## config.mk

```make
export PLATFORM = sky130hd
export DESIGN_NAME = pct_lane
export DESIGN_NICKNAME = d
export VERILOG_FILES = /design/src/sv/pct_pkg.sv /design/src/sv/pct_lane.sv
export SDC_FILE = /design/constraint.sdc
export NUM_CORES = 2
export LEC_CHECK = 0
export BUFFER_PORTS_ARGS = -buffer_cell sky130_fd_sc_hd__buf_2
export CAP_MARGIN = 20
export CORE_MARGIN = 5
export CORE_UTILIZATION = 59
export DETAILED_ROUTE_END_ITERATION = 16
export GPL_TIMING_DRIVEN = 0
export PLACE_DENSITY = 0.82
export SYNTH_ARGS = -nofsm -noshare
export SYNTH_HDL_FRONTEND = slang
export SYNTH_SLANG_ARGS = --single-unit
```

## constraint.sdc

```tcl
create_clock -name i_clk -period 22 [get_ports i_clk]
set_input_delay 2.2 -clock i_clk [delete_from_list [all_inputs] [get_ports i_clk]]
set_output_delay 2.2 -clock i_clk [all_outputs]
set_load 0.01 [all_outputs]
```

## src/sv/pct_pkg.sv

```systemverilog
`timescale 1ns / 1ps

package pct_pkg;

    localparam int COORD_W   = 16;
    localparam int ID_W      = 8;
    localparam int GAIN_W    = 20;
    localparam int BTN_W     = 8;
    localparam int Q16_SHIFT = 16;

    // Unity gain in unsigned Q16.
    localparam logic [GAIN_W-1:0] Q16_ONE = 20'h10000;

    localparam logic OP_ABS    = 1'b0;
    localparam logic OP_REL    = 1'b1;
    localparam logic EV_MOTION = 1'b0;
    localparam logic EV_SCROLL = 1'b1;

    typedef struct packed {
        logic                      opcode;
        logic [ID_W-1:0]           origin_id;
        logic signed [COORD_W-1:0] coord_x;
        logic signed [COORD_W-1:0] coord_y;
        logic [COORD_W-1:0]        range_x;
        logic [COORD_W-1:0]        range_y;
        logic [GAIN_W-1:0]         accel_gain;
        logic [BTN_W-1:0]          button_mask;
        logic signed [COORD_W-1:0] scroll_amount;
    } t_req_item;

    typedef struct packed {
        logic                      event_kind;
        logic [ID_W-1:0]           source_id;
        logic [COORD_W-1:0]        pos_x;
        logic [COORD_W-1:0]        pos_y;
        logic [BTN_W-1:0]          buttons_out;
        logic signed [COORD_W-1:0] scroll_delta;
        logic                      last;
    } t_rsp_item;

    typedef struct packed {
        logic              start;
        logic              opcode;
        logic [GAIN_W-1:0] gain;
    } t_lane_req;

    typedef struct packed {
        logic               done;
        logic [COORD_W-1:0] pos;
    } t_lane_rsp;

endpackage

```

## src/sv/pct_lane.sv

```systemverilog
`timescale 1ns / 1ps

module pct_lane #(
    parameter int VIRTUAL_MAX = 65535,
    parameter int REL_SCALE   = 64
) (
    input  logic                                     i_clk,
    input  logic                                     i_rst_n,
    input  pct_pkg::t_lane_req                       i_req,
    input  logic signed [pct_pkg::COORD_W-1:0]       i_coord,
    input  logic [pct_pkg::COORD_W-1:0]              i_range,
    output pct_pkg::t_lane_rsp                       o_rsp
);
    import pct_pkg::*;

    localparam int VM_W    = $clog2(VIRTUAL_MAX + 1);
    localparam int RS_W    = $clog2(REL_SCALE + 1);
    localparam int ABS_W   = COORD_W + VM_W;
    localparam int MAG_W   = ABS_W - 1;
    localparam int DIV_W   = MAG_W + (MAG_W % 2);
    localparam int STEPS   = DIV_W / 2;
    localparam int CNT_W   = $clog2(STEPS + 1);
    localparam int REL_W   = COORD_W + RS_W;
    localparam int GP_W    = REL_W + GAIN_W + 1;
    localparam int ACC_W   = (ABS_W > GP_W) ? ABS_W : GP_W;
    localparam int SUM_W   = ACC_W + 1;
    localparam int CUR_RST = VIRTUAL_MAX / 2;

    localparam logic [VM_W-1:0]    VM_L  = VM_W'(VIRTUAL_MAX);
    localparam logic [RS_W-1:0]    RS_L  = RS_W'(REL_SCALE);
    localparam logic [COORD_W-1:0] VM_16 = COORD_W'(VIRTUAL_MAX);

    typedef enum logic [4:0] {
        L_IDLE  = 5'b00001,
        L_SCALE = 5'b00010,
        L_DIV   = 5'b00100,
        L_GAIN  = 5'b01000,
        L_SUM   = 5'b10000
    } t_lane_state;

    t_lane_state                r_state, n_state;
    logic                       r_done, n_done;
    logic [COORD_W-1:0]         r_cur, n_cur;
    logic                       r_op, n_op;
    logic [GAIN_W-1:0]          r_gain, n_gain;
    logic signed [COORD_W-1:0]  r_coord, n_coord;
    logic [COORD_W-1:0]         r_den, n_den;
    logic signed [ACC_W-1:0]    r_acc, n_acc;
    logic                       r_neg, n_neg;
    logic [COORD_W-1:0]         r_rem, n_rem;
    logic [DIV_W-1:0]           r_quo, n_quo;
    logic [CNT_W-1:0]           r_cnt, n_cnt;

    logic signed [ABS_W-1:0]    w_abs_prod;
    logic [ABS_W-1:0]           w_abs_mag;
    logic signed [REL_W-1:0]    w_rel_prod;
    logic signed [GP_W-1:0]     w_gain_prod;
    logic signed [SUM_W-1:0]    w_sum;
    logic [COORD_W:0]           w_rem_a, w_rem_a2, w_rem_b, w_rem_b2;
    logic                       w_ge_a, w_ge_b;
    logic [COORD_W-1:0]         w_abs_pos, w_rel_pos;

    // Raw value times the virtual maximum; the divider works on its magnitude.
    assign w_abs_prod = ABS_W'(r_coord) * ABS_W'($signed({1'b0, VM_L}));
    assign w_abs_mag  = w_abs_prod[ABS_W-1] ? ABS_W'(-w_abs_prod) : ABS_W'(w_abs_prod);

    assign w_rel_prod  = REL_W'(r_coord) * REL_W'($signed({1'b0, RS_L}));
    assign w_gain_prod = GP_W'($signed(r_acc[REL_W-1:0])) * GP_W'($signed({1'b0, r_gain}));

    // Two restoring division steps per cycle.
    assign w_rem_a  = {r_rem, r_quo[DIV_W-1]};
    assign w_ge_a   = (w_rem_a >= {1'b0, r_den});
    assign w_rem_a2 = w_ge_a ? (w_rem_a - {1'b0, r_den}) : w_rem_a;
    assign w_rem_b  = {w_rem_a2[COORD_W-1:0], r_quo[DIV_W-2]};
    assign w_ge_b   = (w_rem_b >= {1'b0, r_den});
    assign w_rem_b2 = w_ge_b ? (w_rem_b - {1'b0, r_den}) : w_rem_b;

    // A negative quotient always clamps to zero, so only its sign matters.
    assign w_abs_pos = r_neg ? '0
                     : (r_quo > DIV_W'(VIRTUAL_MAX)) ? VM_16
                     : r_quo[COORD_W-1:0];

    assign w_sum     = SUM_W'(r_acc) + SUM_W'($signed({1'b0, r_cur}));
    assign w_rel_pos = w_sum[SUM_W-1] ? '0
                     : (w_sum > $signed(SUM_W'(VIRTUAL_MAX))) ? VM_16
                     : w_sum[COORD_W-1:0];

    always_comb begin
        n_state = r_state;
        n_done  = r_done;
        n_cur   = r_cur;
        n_op    = r_op;
        n_gain  = r_gain;
        n_coord = r_coord;
        n_den   = r_den;
        n_acc   = r_acc;
        n_neg   = r_neg;
        n_rem   = r_rem;
        n_quo   = r_quo;
        n_cnt   = r_cnt;
        case (r_state)
            L_IDLE: begin
                if (i_req.start) begin
                    n_op    = i_req.opcode;
                    n_gain  = i_req.gain;
                    n_coord = i_coord;
                    n_den   = (i_range == '0) ? COORD_W'(1) : i_range;
                    n_done  = 1'b0;
                    n_state = L_SCALE;
                end
            end
            L_SCALE: begin
                if (r_op == OP_ABS) begin
                    n_neg   = w_abs_prod[ABS_W-1];
                    n_quo   = DIV_W'(w_abs_mag[MAG_W-1:0]);
                    n_rem   = '0;
                    n_cnt   = '0;
                    n_state = L_DIV;
                end else begin
                    n_acc   = ACC_W'(w_rel_prod);
                    n_state = L_GAIN;
                end
            end
            L_DIV: begin
                n_rem = w_rem_b2[COORD_W-1:0];
                n_quo = {r_quo[DIV_W-3:0], w_ge_a, w_ge_b};
                n_cnt = r_cnt + 1'b1;
                if (r_cnt == CNT_W'(STEPS - 1)) begin
                    n_state = L_SUM;
                end
            end
            L_GAIN: begin
                if (r_gain > Q16_ONE) begin
                    n_acc = ACC_W'(w_gain_prod >>> Q16_SHIFT);
                end
                n_state = L_SUM;
            end
            L_SUM: begin
                n_cur   = (r_op == OP_ABS) ? w_abs_pos : w_rel_pos;
                n_done  = 1'b1;
                n_state = L_IDLE;
            end
            default: begin
                n_state = L_IDLE;
            end
        endcase
    end

    always_ff @(posedge i_clk) begin
        if (!i_rst_n) begin
            r_state <= L_IDLE;
            r_done  <= 1'b0;
            r_cur   <= COORD_W'(CUR_RST);
        end else begin
            r_state <= n_state;
            r_done  <= n_done;
            r_cur   <= n_cur;
        end
    end

    always_ff @(posedge i_clk) begin
        r_op    <= n_op;
        r_gain  <= n_gain;
        r_coord <= n_coord;
        r_den   <= n_den;
        r_acc   <= n_acc;
        r_neg   <= n_neg;
        r_rem   <= n_rem;
        r_quo   <= n_quo;
        r_cnt   <= n_cnt;
    end

    assign o_rsp.done = r_done;
    assign o_rsp.pos  = r_cur;

endmodule

```

Word-level counts from Yosys, hierarchy flattened
Index checks and enable logic that the tools add are counted.
Widths: inputs -> output; s select.

word-level totals
  output and inout bits = 17
  flip-flop bits (word level) = 173
  input bits = 56
  logic and storage cells = 69

operators by class
  reduce and logical (&&, ||, !) cells = 10
  $lt $le $gt $ge = 5
  eq/ne operators = 11
  mux-type cells = 23
  $mul = 2
  bitwise operators = 1
  add/sub/neg operators = 5

operators with widths
  operator                number
  $mux 16                 8
  $mux 44                 2
  $pmux 44 s2             1
  $pmux 32 s2             1
  $add 44x17->45          1
  $gt 45x17->1 const B    1
  $mul 23x21->44          1
  $ge 17x16->1            2
  $gt 32x16->1 const B    1
  $mul 16x17->32 const B  1
  $mux 32                 1
  $pmux 16 s2             1
  $sub 16x16->16          2
  $mux 31                 1
  $neg 31->31             1
  $gt 20x17->1 const B    1
  $pmux 5 s4              1
  $logic_not 16->1        1
  $mux 5                  3
  $eq 5x4->1 const B      2
  $ne 2x2->1 const B      5
  $pmux 5 s2              1
  $reduce_and 2->1        5
  $reduce_bool 2->1       3
  10 further kinds        10

Logic depth before layout (Yosys ltp)
  depth in word-level cells = 5
  depth in mapped cells = 30

Worst setup path before layout
OpenSTA, ideal clock, no wires.

  kind = register to register
  from = reg r_coord[7]
  to = reg r_quo[29] (data pin)
  buffers on the path = 2
  setup slack = 14.698 ns
  arrival = 7.042 ns
  data required time = 21.740 ns
  stages on the path, launching flop included = 27
  cell sequence = edfxtp_1 inv_1 fa_1 clkbuf_1 xnor2_1 ha_1 a21oi_1 inv_1 fa_1 fa_1 fa_1 inv_1 fa_1 inv_1 ha_1 clkbuf_1 a21oi_1 o21ai_0 a22o_1 nor4b_1 mux2_2 a2111oi_2 o21ai_0 nor3_1 a31oi_1 xnor2_1 mux2_2

between the ends
  cells in the longest elaborated chain, start to end = 5

ends and longest elaborated chain
  what                    RTL line         RTL
  start, declared         pct_lane.sv:46   logic signed [COORD_W-1:0] r_coord, n_coord;
  start signal, assigned  pct_lane.sv:164  r_coord <= n_coord;
  $mul 16x17->32 *        pct_lane.sv:64   assign w_abs_prod = ABS_W'(r_coord) * ABS_W'($signed({1'b0, VM_L}));
  $neg 31->31             pct_lane.sv:65   assign w_abs_mag = w_abs_prod[ABS_W-1] ? ABS_W'(-w_abs_prod) : ABS_W'(w_abs_prod);
  $mux 31 *               pct_lane.sv:65
  $mux 32 *               pct_lane.sv:113  if (r_op == OP_ABS) begin
  $pmux 32 s2 *           pct_lane.sv:101  case (r_state)
  via n_quo[29]           pct_lane.sv:51   logic [DIV_W-1:0] r_quo, n_quo;
  end signal, assigned    pct_lane.sv:169  r_quo <= n_quo;
  end, declared           pct_lane.sv:51

Mark *: on every way through the listed nets, which the timed path passes. The rest lies on a longest branch. The select of a mux whose other input is x is not followed.
A chain may end at the register's enable or synchronous reset.

Final worst setup path
  from = reg r_gain[6]
  to = reg r_acc[42] (data pin)

between the ends
  cells in the longest elaborated chain, start to end = 3

ends and longest elaborated chain
  what                    RTL line         RTL
  start, declared         pct_lane.sv:45   logic [GAIN_W-1:0] r_gain, n_gain;
  start signal, assigned  pct_lane.sv:163  r_gain <= n_gain;
  $mul 23x21->44          pct_lane.sv:68   assign w_gain_prod = GP_W'($signed(r_acc[REL_W-1:0])) * GP_W'($signed({1'b0, r_gain}));
  $mux 44                 pct_lane.sv:133  if (r_gain > Q16_ONE) begin
  $pmux 44 s2             pct_lane.sv:101
  end signal, assigned    pct_lane.sv:166  r_acc <= n_acc;
  end, declared           pct_lane.sv:48   logic signed [ACC_W-1:0] r_acc, n_acc;

Every way passes these cells. The select of a mux whose other input is x is not followed.

==> results.toml <==
[cells_and_area]
final_cell_mix = "697 x inv_1, 540 x fa_1, 321 x nand2_1"
final_net_count = 4294
drive_gt1_share_pct = 4.37
final_common_cell = "inv_1"
antenna_cells = 0
areaGrowthSynthToFinish_pct = 6.12
regArea_sq_um = 4490
fill_cells = 4144
multi_input_area_sq_um = 23100

[cts]
post_cts_buffers = 0
clk_path_buf_depth = 2
cts_sinks = 157
cts_resized = 0
cts_max_level = 4
clock_latency_ns = 0.48
cts-root-buf = "clkbuf_16"
postCtsHoldBufs = 0
cts_tree = "yes"
cts_buffers = 17
clk_pin_slew_ns = 0.07

[synth]
yosys_warnings = 0
synth-seq-area-share_pct = 14.6
ys_ff_latch = 157
syn_avg_cell_area_sq_um = 9.27
synth_edf_count = 135
synth_top_family_by_area = "adder cells"
synth_compound_area_share_pct = 8.67
netlist_instances = 3324
synth_ff_type = "edfxtp_1"
synthAdderAreaFrac_pct = 46.5
syn-cell-area_sq_um = 30800
yosys-mux-area-fraction_pct = 0.845
syn_nets = 4201
synthSimpleGateAreaFrac_pct = 14.3
ys_async_sr_fraction_pct = 0
yosys.area_share.xor_xnor_pct = 4.63
synthDistinctLibCells = 78

[placement]
place_hpwl_mm = 64.1
pre_cts_ws_ns = 13.40
numPortBuffers = 72
globalplace.congestion = 1.00

[hold_path]
hold_class = "flop to flop"
hold_path_depth = 2
hold_start = "r_done"
hold_end = "r_done"

[global_route]
grt_max_degree = 55
grt_antenna_before_repair = 1
grt_first_pass_wirelength_mm = 127
grt_pass1_vias = 24600
grt_use_total_pct = 28.1
grt-ovfl-total = 0

[drt]
wl_per_cell_um = 18.6
drt-initial-drc-count = 1775
dr.pass1.iters = 6
drc = 0
vias_per_cell = 5.65
wirelength_mm = 76.3
via_count = 23200
final_antenna_net_count = 0

[sta]
fmax_mhz = 114
slew_headroom_pct = 38.2
final_hold_viol_count = 0
setup_ws_ns = 13.25
period_share_pct = 39.8
setup_tns_ns = 0
finClkSkew_ns = 0.0177
rsz0062_at_grt = "no"
tightest_slew_ns = 0.925
slew_viol_final = 0
fin_crit_ns = 8.75
finalSetupViolCount = 0

[critical_path]
critPathRequiredTime_ns = 22.20
crit_type = "flop to flop"
reg2reg_from = "r_gain[6]"
crit_slowest_cell = "clkbuf_1"
crit_fanout = 10
cp_cell_sequence = "clkbuf_1, nand2_1, fa_1, fa_1, fa_1, inv_1, fa_1, fa_1, fa_1, inv_1, fa_1, inv_1, ha_1, nand4_1, or4_1, o21ai_1, a21boi_1, o21bai_1, a211oi_1, o21ai_1, a41oi_1, xnor2_1, o21ai_0"
crit_arrival_ns = 8.94
max_stage_delay_ns = 0.72
critPathLaunchType = "flop"
end_kind = "flop"
path_buf_inv = 4
crit_top_cell = "fa_1"
regToRegEndpoint = "r_acc[42]"
r2r_cells = 23
crit_family = "adder cells"
ff2ff_setup_slack_ns = 13.25

[floorplanning]
die_area_sq_um = 56900
coreArea_sq_um = 51500
initial_core_util_pct = 59.8
die_y_um = 239
std_cell_rows = 83
die_w_um = 239
ios = 73

[run_status]
status = "completed"

[flow_run]
cap_viol_max_count = 0
tightest hold or removal path: cells and delay by family, from the launching register on:
kind	cells	cell delay [ns]
DFF	1	0.31
AOI/OAI and AO/OA	1	0.07
and+or+nand+nor	1	0.06
cell type report:
cell class              instances  area share (%)
inverters                     698            8.01
multi-input cells            2320            70.7
clock inverters                15           0.540
clock buffers                  17            1.30
repair buffers                 74            1.25
plain buffers                 149            1.81
well taps                     680            2.60
flip-flops and latches        157            13.7
metrics by stage:
step	hold slack [ns]	instance area (sq um)	utilization, %	std cells
after global routing	0.517	32700	63.5	4110
after global placement	0.472	32000	62.2	4076
final	0.481	32700	63.5	4110
after CTS	0.483	32700	63.4	4109
after floorplan	0.457	30800	-	3324
after detailed placement	0.471	32100	62.2	4077
flip-flops by register name, indices dropped and copies added, names as in the netlist:
register and count:
r_state 5, r_done 1, r_cnt 5, r_quo 32, r_acc 28, r_op 1
r_rem 16, r_den 16, r_neg 1, r_coord 16, r_gain 20, r_cur 16
synthesized netlist by cell type (4+ instances only):
| cell | instances | area, sq um |
|---|---|---|
| edfxtp_1 | 135 | 4050 |
| or3_1 | 8 | 50.1 |
| ha_1 | 281 | 3520 |
| a31oi_1 | 32 | 200 |
| mux2_2 | 8 | 90.1 |
| nor2_1 | 136 | 510 |
| nand2_1 | 321 | 1200 |
| a221o_1 | 4 | 40.0 |
| a211oi_1 | 14 | 105 |
| nand3_1 | 40 | 200 |
| o31ai_1 | 8 | 60.1 |
| o22ai_1 | 5 | 31.3 |
| nand2b_1 | 16 | 100 |
| or4_1 | 6 | 45.0 |
| a21oi_1 | 111 | 556 |
| nand4_1 | 21 | 131 |
| o211ai_1 | 5 | 37.5 |
| clkbuf_1 | 134 | 503 |
| xor2_1 | 50 | 438 |
| o21a_1 | 13 | 97.6 |
| inv_1 | 697 | 2620 |
| mux2i_1 | 17 | 170 |
| a221oi_1 | 5 | 43.8 |
| and2_1 | 255 | 1600 |
| buf_2 | 10 | 50.1 |
| fa_1 | 540 | 10800 |
| nor2b_1 | 14 | 87.6 |
| a21o_1 | 52 | 390 |
| xnor2_1 | 111 | 972 |
| o21bai_1 | 15 | 113 |
| o41ai_1 | 5 | 43.8 |
| o21ai_0 | 108 | 541 |
| nor3_1 | 29 | 145 |
| nor4_1 | 12 | 75.1 |
| dfxtp_1 | 22 | 440 |
| and3_1 | 14 | 87.6 |
worst max path at each step:
stage / startpoint / endpoint / slack (ns) / cells after the start
2_1_floorplan: r_coord[7] / r_quo[29] / 14.70 / 26
3_3_place_gp: r_gain[16] / r_acc[42] / 13.38 / 23
3_5_place_dp: r_gain[6] / r_acc[42] / 13.40 / 23
4_1_cts: r_gain[16] / r_acc[42] / 13.35 / 23
5_1_grt: r_coord[7] / r_quo[30] / 12.84 / 26
6_report: r_gain[6] / r_acc[42] / 13.25 / 23
metal layers:
| metal | wire length [um] | global-route usage, % | share of wire (%) |
|---|---|---|---|
| met1 | 30200 | 37.2 | 40 |
| met2 | 36000 | 45.9 | 47 |
| met3 | 6640 | 5.71 | 8.7 |
| met4 | 3480 | 11.0 | 4.6 |
| met5 | 11 | 0 | 0.014 |
cells by family after synthesis:
kind of cell               after synthesis
AOI/OAI and AO/OA                      420
xor gates and xnor gates               162
adders and majority gates              822
buffers and inverters                  847
DFF                                    157
muxes                                   25
and+or+nand+nor                        891
Power is left out: the tool's default activity adds up to more than one toggle a clock period on the data nets, which glitch-free logic cannot reach.
